[config.mk]
export PLATFORM = sky130hd
export DESIGN_NAME = cache_range_maintenance_walker
export DESIGN_NICKNAME = d
export VERILOG_FILES = /design/src/rtl/crmw_pkg.sv /design/src/rtl/crmw_front.sv /design/src/rtl/crmw_queue.sv /design/src/rtl/crmw_back.sv /design/src/rtl/cache_range_maintenance_walker.sv
export SDC_FILE = /design/constraint.sdc
export NUM_CORES = 1
export LEC_CHECK = 0
export ABC_AREA = 1
export BUFFER_PORTS_ARGS = -buffer_cell sky130_fd_sc_hd__buf_4
export CAP_MARGIN = 25
export CORE_MARGIN = 4
export CORE_UTILIZATION = 55
export CTS_CLUSTER_SIZE = 25
export DETAILED_ROUTE_END_ITERATION = 7
export PLACE_DENSITY = 0.85
export SYNTH_ARGS = -nofsm -noshare
export SYNTH_HDL_FRONTEND = slang
export SYNTH_SLANG_ARGS = --single-unit
export TNS_END_PERCENT = 5
[constraint.sdc]
create_clock -name clock -period 7.4 [get_ports clock]
set_clock_uncertainty 0.1 [all_clocks]
set_input_delay 1.11 -clock clock [delete_from_list [all_inputs] [get_ports clock]]
set_output_delay 1.11 -clock clock [all_outputs]
set_load 0.01 [all_outputs]
[src/rtl/crmw_pkg.sv]
// ----------------------------------------------------------------------------
// crmw_pkg
// Shared types and codes for the cache range maintenance walker.
// ----------------------------------------------------------------------------
package crmw_pkg;

   localparam int unsigned DATA_W  = 32;
   localparam int unsigned Q_DEPTH = 2;

   localparam logic REQ_START = 1'b0;
   localparam logic REQ_NEXT  = 1'b1;

   localparam logic [1:0] KIND_INV   = 2'd0;
   localparam logic [1:0] KIND_CLEAN = 2'd1;
   localparam logic [1:0] KIND_FLUSH = 2'd2;

   localparam logic [2:0] OP_NONE  = 3'd0;
   localparam logic [2:0] OP_CLEAN = 3'd1;
   localparam logic [2:0] OP_INV   = 3'd2;
   localparam logic [2:0] OP_CINV  = 3'd3;
   localparam logic [2:0] OP_SYNC  = 3'd4;

   typedef enum logic [3:0] {
      PH_IDLE = 4'b0001,
      PH_HEAD = 4'b0010,
      PH_TAIL = 4'b0100,
      PH_WALK = 4'b1000
   } crmw_phase_type;

   // classification of one request beat
   typedef struct packed {
      logic       is_start;
      logic [1:0] kind;
      logic       start_partial;
      logic       end_partial;
   } crmw_cls_type;

   typedef struct packed {
      logic [2:0]        op_code;
      logic [DATA_W-1:0] line_addr;
      logic              last;
      logic              busy_res;
      logic              rejected;
   } crmw_rsp_type;

endpackage

[src/rtl/crmw_front.sv]
// ----------------------------------------------------------------------------
// crmw_front
// Request intake: decodes the beat, aligns the range and pushes it to the queue.
// ----------------------------------------------------------------------------
module crmw_front
   import crmw_pkg::*;
#(
   parameter int unsigned LINE_BYTES = 32,
   parameter int unsigned ADDR_BITS  = 32
) (
   input  logic                  req_valid,
   output logic                  req_stall,
   input  logic                  req_type,
   input  logic [1:0]            req_range_kind,
   input  logic [DATA_W-1:0]     req_start_addr,
   input  logic [DATA_W-1:0]     req_end_addr,
   input  logic                  q_full,
   output logic                  q_push,
   output crmw_cls_type          q_cls,
   output logic [ADDR_BITS-1:0]  q_start_line,
   output logic [ADDR_BITS-1:0]  q_end_val
);

   localparam int unsigned LOFF = $clog2(LINE_BYTES);

   logic [63:0]          s_wide;
   logic [63:0]          e_wide;
   logic [ADDR_BITS-1:0] s_addr;
   logic [ADDR_BITS-1:0] e_addr;
   logic [ADDR_BITS-1:0] e_line;
   logic [1:0]           kind;

   assign req_stall = q_full;
   assign q_push    = req_valid && !q_full;

   assign s_wide = {{(64-DATA_W){1'b0}}, req_start_addr};
   assign e_wide = {{(64-DATA_W){1'b0}}, req_end_addr};
   assign s_addr = s_wide[ADDR_BITS-1:0];
   assign e_addr = e_wide[ADDR_BITS-1:0];
   assign e_line = {e_addr[ADDR_BITS-1:LOFF], {LOFF{1'b0}}};

   // kind three behaves as flush
   always_comb begin
      case (req_range_kind)
         KIND_INV:   kind = KIND_INV;
         KIND_CLEAN: kind = KIND_CLEAN;
         default:    kind = KIND_FLUSH;
      endcase
   end

   assign q_cls.is_start      = (req_type == REQ_START);
   assign q_cls.kind          = kind;
   assign q_cls.start_partial = |s_addr[LOFF-1:0];
   assign q_cls.end_partial   = |e_addr[LOFF-1:0];
   assign q_start_line        = {s_addr[ADDR_BITS-1:LOFF], {LOFF{1'b0}}};
   assign q_end_val           = (kind == KIND_INV) ? e_line : e_addr;

endmodule

[src/rtl/crmw_queue.sv]
// ----------------------------------------------------------------------------
// crmw_queue
// Short FIFO between request intake and the walker.
// ----------------------------------------------------------------------------
module crmw_queue
   import crmw_pkg::*;
#(
   parameter int unsigned WIDTH = 8
) (
   input  logic             clock,
   input  logic             reset,
   input  logic             push,
   input  logic [WIDTH-1:0] push_data,
   input  logic             pop,
   output logic             not_empty,
   output logic             full,
   output logic [WIDTH-1:0] pop_data
);

   localparam int unsigned PW = (Q_DEPTH > 1) ? $clog2(Q_DEPTH) : 1;
   localparam int unsigned CW = $clog2(Q_DEPTH + 1);

   logic [WIDTH-1:0] entry_ff [Q_DEPTH];
   logic [PW-1:0]    wr_ptr_ff, wr_ptr_in;
   logic [PW-1:0]    rd_ptr_ff, rd_ptr_in;
   logic [CW-1:0]    count_ff, count_in;

   assign not_empty = (count_ff != '0);
   assign full      = (count_ff == CW'(Q_DEPTH));
   assign pop_data  = entry_ff[rd_ptr_ff];

   always_comb begin
      wr_ptr_in = wr_ptr_ff;
      rd_ptr_in = rd_ptr_ff;
      count_in  = count_ff;
      if (push) begin
         wr_ptr_in = (wr_ptr_ff == PW'(Q_DEPTH - 1)) ? '0 : wr_ptr_ff + 1'b1;
      end
      if (pop) begin
         rd_ptr_in = (rd_ptr_ff == PW'(Q_DEPTH - 1)) ? '0 : rd_ptr_ff + 1'b1;
      end
      if (push && !pop) begin
         count_in = count_ff + 1'b1;
      end else if (pop && !push) begin
         count_in = count_ff - 1'b1;
      end
   end

   always_ff @(posedge clock) begin
      if (reset) begin
         wr_ptr_ff <= '0;
         rd_ptr_ff <= '0;
         count_ff  <= '0;
      end else begin
         wr_ptr_ff <= wr_ptr_in;
         rd_ptr_ff <= rd_ptr_in;
         count_ff  <= count_in;
      end
   end

   always_ff @(posedge clock) begin
      if (push) begin
         entry_ff[wr_ptr_ff] <= push_data;
      end
   end

endmodule

[src/rtl/crmw_back.sv]
// ----------------------------------------------------------------------------
// crmw_back
// Walker: runs the range state machine, one queued beat per cycle while the
// response side does not stall, into a registered response stage.
// ----------------------------------------------------------------------------
module crmw_back
   import crmw_pkg::*;
#(
   parameter int unsigned LINE_BYTES = 32,
   parameter int unsigned ADDR_BITS  = 32
) (
   input  logic                  clock,
   input  logic                  reset,
   input  logic                  errata_split,
   input  logic                  q_not_empty,
   output logic                  q_pop,
   input  crmw_cls_type          q_cls,
   input  logic [ADDR_BITS-1:0]  q_start_line,
   input  logic [ADDR_BITS-1:0]  q_end_val,
   input  logic                  rsp_stall,
   output logic                  rsp_valid,
   output crmw_rsp_type          rsp_data
);

   crmw_phase_type       phase_ff, phase_in;
   logic [1:0]           kind_ff, kind_in;
   logic [ADDR_BITS-1:0] cur_ff, cur_in;
   logic [ADDR_BITS-1:0] end_ff, end_in;
   logic                 eep_ff, eep_in;
   logic                 sh_ff, sh_in;
   logic                 rsp_valid_ff, rsp_valid_in;
   crmw_rsp_type         rsp_ff, rsp_in;

   logic [ADDR_BITS:0]   sum;
   logic [ADDR_BITS-1:0] adv;
   logic [2:0]           cinv_op;
   logic                 cinv_done;
   logic                 cinv_sh;
   logic [ADDR_BITS-1:0] addr;
   logic [63:0]          addr_wide;

   assign q_pop     = q_not_empty && (!rsp_valid_ff || !rsp_stall);
   assign rsp_valid = rsp_valid_ff;
   assign rsp_data  = rsp_ff;

   // next line, saturating to the range end past the top
   assign sum = {1'b0, cur_ff} + (ADDR_BITS+1)'(LINE_BYTES);
   assign adv = sum[ADDR_BITS] ? end_ff : sum[ADDR_BITS-1:0];

   always_comb begin
      if (sh_ff) begin
         cinv_op   = OP_INV;
         cinv_done = 1'b1;
         cinv_sh   = 1'b0;
      end else if (errata_split) begin
         cinv_op   = OP_CLEAN;
         cinv_done = 1'b0;
         cinv_sh   = 1'b1;
      end else begin
         cinv_op   = OP_CINV;
         cinv_done = 1'b1;
         cinv_sh   = 1'b0;
      end
   end

   always_comb begin
      phase_in = phase_ff;
      kind_in  = kind_ff;
      cur_in   = cur_ff;
      end_in   = end_ff;
      eep_in   = eep_ff;
      sh_in    = sh_ff;
      addr     = '0;
      rsp_in   = '0;
      rsp_in.op_code = OP_NONE;
      if (q_cls.is_start) begin
         if (phase_ff != PH_IDLE) begin
            rsp_in.rejected = 1'b1;
         end else begin
            kind_in = q_cls.kind;
            sh_in   = 1'b0;
            cur_in  = q_start_line;
            end_in  = q_end_val;
            if (q_cls.kind == KIND_INV) begin
               eep_in = q_cls.end_partial;
               if (q_cls.start_partial) begin
                  phase_in = PH_HEAD;
               end else begin
                  phase_in = q_cls.end_partial ? PH_TAIL : PH_WALK;
               end
            end else begin
               eep_in   = 1'b0;
               phase_in = PH_WALK;
            end
         end
      end else begin
         case (phase_ff)
            PH_HEAD: begin
               addr           = cur_ff;
               rsp_in.op_code = cinv_op;
               sh_in          = cinv_sh;
               if (cinv_done) begin
                  cur_in   = adv;
                  phase_in = eep_ff ? PH_TAIL : PH_WALK;
               end
            end
            PH_TAIL: begin
               addr           = end_ff;
               rsp_in.op_code = cinv_op;
               sh_in          = cinv_sh;
               if (cinv_done) begin
                  eep_in   = 1'b0;
                  phase_in = PH_WALK;
               end
            end
            PH_WALK: begin
               if (cur_ff < end_ff) begin
                  addr = cur_ff;
                  case (kind_ff)
                     KIND_INV: begin
                        rsp_in.op_code = OP_INV;
                        cur_in         = adv;
                     end
                     KIND_CLEAN: begin
                        rsp_in.op_code = OP_CLEAN;
                        cur_in         = adv;
                     end
                     default: begin
                        rsp_in.op_code = cinv_op;
                        sh_in          = cinv_sh;
                        if (cinv_done) begin
                           cur_in = adv;
                        end
                     end
                  endcase
               end else begin
                  rsp_in.op_code = OP_SYNC;
                  rsp_in.last    = 1'b1;
                  sh_in          = 1'b0;
                  phase_in       = PH_IDLE;
               end
            end
            default: begin
               phase_in = PH_IDLE;
            end
         endcase
      end
      addr_wide        = 64'(addr);
      rsp_in.line_addr = addr_wide[DATA_W-1:0];
      rsp_in.busy_res  = (phase_in != PH_IDLE);
   end

   always_comb begin
      if (q_pop) begin
         rsp_valid_in = 1'b1;
      end else begin
         rsp_valid_in = rsp_valid_ff && rsp_stall;
      end
   end

   always_ff @(posedge clock) begin
      if (reset) begin
         phase_ff     <= PH_IDLE;
         kind_ff      <= KIND_INV;
         cur_ff       <= '0;
         end_ff       <= '0;
         eep_ff       <= 1'b0;
         sh_ff        <= 1'b0;
         rsp_valid_ff <= 1'b0;
      end else begin
         rsp_valid_ff <= rsp_valid_in;
         if (q_pop) begin
            phase_ff <= phase_in;
            kind_ff  <= kind_in;
            cur_ff   <= cur_in;
            end_ff   <= end_in;
            eep_ff   <= eep_in;
            sh_ff    <= sh_in;
         end
      end
   end

   always_ff @(posedge clock) begin
      if (q_pop) begin
         rsp_ff <= rsp_in;
      end
   end

endmodule

[src/rtl/cache_range_maintenance_walker.sv]
// An accepted request beat is written to a queue entry, then to the registered response stage.
// Throughput: one request beat per cycle while the response side does not stall; every beat yields one response beat.
// The walker state update (one line add and one compare) sets this beat rate.
// A two-entry queue absorbs request beats while the response side stalls.
// Reset (synchronous) clears the queue, walker state and errata_split at once.
// ----------------------------------------------------------------------------
// cache_range_maintenance_walker
// Turns invalidate, clean and flush address ranges into per-line operations.
// ----------------------------------------------------------------------------
module cache_range_maintenance_walker
   import crmw_pkg::*;
#(
   parameter int unsigned LINE_BYTES = 32,
   parameter int unsigned ADDR_BITS  = 32
) (
   input  logic              clock,
   input  logic              reset,
   input  logic              req_valid,
   output logic              req_stall,
   input  logic              req_type,
   input  logic [1:0]        req_range_kind,
   input  logic [DATA_W-1:0] req_start_addr,
   input  logic [DATA_W-1:0] req_end_addr,
   output logic              rsp_valid,
   input  logic              rsp_stall,
   output logic [2:0]        rsp_op_code,
   output logic [DATA_W-1:0] rsp_line_addr,
   output logic              rsp_last,
   output logic              rsp_busy_res,
   output logic              rsp_rejected,
   input  logic              csr_valid,
   output logic              csr_ready,
   input  logic              csr_errata_split
);

   localparam int unsigned QW = $bits(crmw_cls_type) + 2 * ADDR_BITS;

   logic                 errata_ff;
   logic                 push;
   logic                 q_full;
   logic                 q_not_empty;
   logic                 q_pop;
   crmw_cls_type         f_cls;
   logic [ADDR_BITS-1:0] f_start_line;
   logic [ADDR_BITS-1:0] f_end_val;
   logic [QW-1:0]        q_in;
   logic [QW-1:0]        q_out;
   crmw_cls_type         b_cls;
   logic [ADDR_BITS-1:0] b_start_line;
   logic [ADDR_BITS-1:0] b_end_val;
   crmw_rsp_type         rsp;

   assign csr_ready = 1'b1;

   always_ff @(posedge clock) begin
      if (reset) begin
         errata_ff <= 1'b0;
      end else if (csr_valid && csr_ready) begin
         errata_ff <= csr_errata_split;
      end
   end

   crmw_front #(
      .LINE_BYTES (LINE_BYTES),
      .ADDR_BITS  (ADDR_BITS)
   ) u_front (
      .req_valid      (req_valid),
      .req_stall      (req_stall),
      .req_type       (req_type),
      .req_range_kind (req_range_kind),
      .req_start_addr (req_start_addr),
      .req_end_addr   (req_end_addr),
      .q_full         (q_full),
      .q_push         (push),
      .q_cls          (f_cls),
      .q_start_line   (f_start_line),
      .q_end_val      (f_end_val)
   );

   assign q_in = {f_cls, f_start_line, f_end_val};

   crmw_queue #(
      .WIDTH (QW)
   ) u_queue (
      .clock     (clock),
      .reset     (reset),
      .push      (push),
      .push_data (q_in),
      .pop       (q_pop),
      .not_empty (q_not_empty),
      .full      (q_full),
      .pop_data  (q_out)
   );

   assign {b_cls, b_start_line, b_end_val} = q_out;

   crmw_back #(
      .LINE_BYTES (LINE_BYTES),
      .ADDR_BITS  (ADDR_BITS)
   ) u_back (
      .clock        (clock),
      .reset        (reset),
      .errata_split (errata_ff),
      .q_not_empty  (q_not_empty),
      .q_pop        (q_pop),
      .q_cls        (b_cls),
      .q_start_line (b_start_line),
      .q_end_val    (b_end_val),
      .rsp_stall    (rsp_stall),
      .rsp_valid    (rsp_valid),
      .rsp_data     (rsp)
   );

   assign rsp_op_code   = rsp.op_code;
   assign rsp_line_addr = rsp.line_addr;
   assign rsp_last      = rsp.last;
   assign rsp_busy_res  = rsp.busy_res;
   assign rsp_rejected  = rsp.rejected;

endmodule

==> results by group <==
Drt
  • DR vias/cell: roughly 5.6
  • Max Used Layer: met4
  • Initial DRC count: 1,102
  • 1st-pass router iterations: 6
  • ANT nets after route: 0
  • DRC: 0
  • Metal-1 WL: ~12 mm
  • Met3 wire len: roughly 2.9 mm
  • DR vias: 10,300
  • Drt wl/cell: roughly 16 um
  • Length of routed met2 wiring: around 14 mm
  • Post-Route WL: ~30 mm

Synthesis
  • Most area-hungry cell type in the Yosys netlist: edfxtp_1
  • Main synth FF type: edfxtp_1
  • Post-synth top area share: around two fifths
  • Synthesized Nets: around 1,600
  • Register area share after synthesis: a little over half
  • Synth Register Bits: 245
  • YS warnings: 0
  • Leading cell types by count after synthesis: nand2_1 (476), edfxtp_1 (166), inv_1 (145)
  • Cells after Synth: approximately 1,500
  • Mapped Avg Cell Area: ~8.4 um^2
  • Synth Cell Area: 12,300 um^2
  • EDFF count, synth: 166
  • Synth cell types: 35
  • FFs w/ async S/R, synth: 0%
  • Largest cells by area after synthesis: edfxtp_1 (41%), nand2_1 (15%), dfxtp_1 (13%)
  • Top-count cell post-synth: nand2_1

Clocking
  • Post_cts resized: 0
  • CTS root buf: clkbuf_16
  • Clock Path Buffers: 3
  • Setup bufs post-CTS: 0
  • Max H-tree Level: 1
  • CTS clock-pin slew for the worst setup and hold paths: roughly 70 ps
  • CTS Hold Bufs: 0
  • CTS tree: yes
  • Num CTS Buffers: 26
  • Clk sinks: between 200 and 250
  • Worst skew pair latency: 530 ps

Global route
  • Largest net degree at the start of global routing: ~70
  • Vias in the first global route: a little under 10,000
  • Gr usage total: 23.6%
  • Grt total ovfl: 0
  • First-pass GRT wire length: ~47 mm
  • Initial antenna violation count: 0

Timing
  • Final min period: between 3000 and 4000 ps
  • Worst slew pin tran: ~830 ps
  • Final Setup Violations: 0
  • Pins over their slew limit: 0
  • Fin crit share: about half
  • FMAX: 0.280 GHz
  • Slew headroom: around 44%
  • Worst hold margin: 355 ps
  • RSZ-0062 raised after global routing: false
  • Final hold vios: 0
  • TNS Setup: 0 ps

Pwr
  • PD cells: approximately 420 nW/um^2
  • Pleak: between 0.006 and 0.007 uW
  • Peak supply drop: roughly 0.42 mV

Placement
  • Placer Congestion: 0.949
  • IO Port Bufs: 112
  • Detailed Place HPWL: between 15 and 20 mm

Setup path
  • Critical path data required time: between 7000 and 8000 ps
  • CP max stage cell: inv_2
  • Crit path max fanout: 42
  • Worst stage delay on the critical path: slightly below 800 ps
  • Largest delay contributor family on the critical path: simple AND/OR/NAND/NOR gates
  • CP arrival: roughly 4000 ps
  • Worst path cell trace: inv_1 > nand2_1 > nand2_2 > inv_2 > nor2_2 > nor2_1 > inv_1 > nor2_4 > nand2_2 > buf_12 > nand2_1 > nand2_1 > nor2_1
  • CP Class: flop to flop
  • Worst Path Buf+Inv: 4
  • Critical path's most frequent cell: nand2_1
  • Crit start category: flop
  • Crit. End Element: flop

Outcome
  • Status: complete, no violations

Floorplan
  • Initial core utilization: roughly 56%
  • Core area: 21,900 um^2
  • Die H: 157 um
  • Site Rows: 54
  • I/O pins: about 110
  • Full die area: 24,800 um^2
  • Die Wd: roughly 160 um

Final layout
  • # diodes: 0
  • Syn-to-layout area delta: 15.6%
  • Nets: approximately 1,700
  • Layout cells sized above 1: roughly an eighth

Job
  • Max-cap violation count: 0

Min path
  • Worst min path class: flop to flop
[final timing paths]
kind                      from                end  slack [ps]  depth (start not counted)
max                       flop   u_back.cur_ff[8]        3820                         13
max reg2reg               flop   u_back.cur_ff[8]        3820                         13
min          u_back.kind_ff[0]  u_back.kind_ff[0]         350                          2
min reg2reg  u_back.kind_ff[0]  u_back.kind_ff[0]         350                          2
[power breakdown]
| group | leakage, uW | switching [uW] | total [uW] | internal (uW) |
|---|---|---|---|---|
| logic | 0.00349 | 1600 | 2410 | 803 |
| clock network | 0.000430 | 539 | 1350 | 808 |
| registers | 0.00221 | 335 | 2220 | 1880 |
[worst min-delay path: stages (launching register included)]
cell and delay, ps:
dfxtp_1 290, inv_1 60, a21oi_1 60
[metal layers]
| metal | vias up | global-route usage (%) |
|---|---|---|
| met1 | 4764 | 31.3 |
| met3 | 72 | 3.93 |
| met5 | - | 0 |
| met2 | 497 | 39.7 |
| met4 | 0 | 7.70 |
| li1 | 4987 | - |
[final cells by class]
class                           instances  area (um^2)
Clock buffer                           29          683
Inverter                              154          578
Multi-Input combinational cell        996         4830
Timing Repair Buffer                  125          978
Clock inverter                         19          210
Fill cell                            1786         7700
Sequential cell                       245         6570
Tap cell                              280          350
[cells in the final DEF, fill, tap and decap left out, types with 8 or more instances in the layout]
cell and instances:
o21ai_1 10, o21ai_0 70, nor3_1 8, xor2_1 15, a31oi_1 33, inv_2 9, nand4_1 12, buf_4 122
nor2_1 114, clkbuf_16 27, inv_1 144, nand2_1 476, a21oi_1 57, edfxtp_1 166, nand2_2 11, ha_1 33
o211ai_1 13, dfxtp_1 78, nand3_1 113
[kinds of logic (layout without fill, tap and decap cells)]
| group | count (synthesis) | count (layout) | synth area share [%] |
|---|---|---|---|
| and+or+nand+nor | 752 | 752 | 25.6 |
| DFF | 245 | 245 | 53.5 |
| buffers and inverters | 224 | 327 | 7.44 |
| AOI/OAI and AO/OA | 191 | 191 | 8.71 |
| adders and majority gates | 33 | 33 | 3.36 |
| xor gates and xnor gates | 15 | 15 | 1.07 |
| muxes | 4 | 4 | 0.326 |
| other | 1 | 1 | 0.0305 |
[sequential cells by signal (all words and copies together), names as in the netlist, named ones only]
register / flops
u_back.rsp_data: 38
u_queue.entry_ff: 128
u_back.cur_ff: 32
u_queue.rd_ptr_ff: 1
u_queue.count_ff: 2
errata_ff: 1
u_back.kind_ff: 2
u_back.sh_ff: 1
u_back.eep_ff: 1
u_queue.wr_ptr_ff: 1
u_back.phase_ff: 4
u_back.rsp_valid: 1
u_back.end_ff: 32
[stage by stage]
step / std cells / worst slack (ps) / power (uW) / utilization [%] / area [um^2]
6_report: 1848 / 3820 / 5970 / 64.8 / 14200
3_5_place_dp: 1798 / 3600 / 4520 / 60.6 / 13300
3_3_place_gp: 1797 / 3460 / 4410 / 60.5 / 13200
2_1_floorplan: 1465 / 2860 / 3800 / - / 12300
4_1_cts: 1846 / 3580 / 5880 / 64.7 / 14200
5_1_grt: 1848 / 3420 / 6360 / 64.8 / 14200
Power figures use the tool's default switching activity.
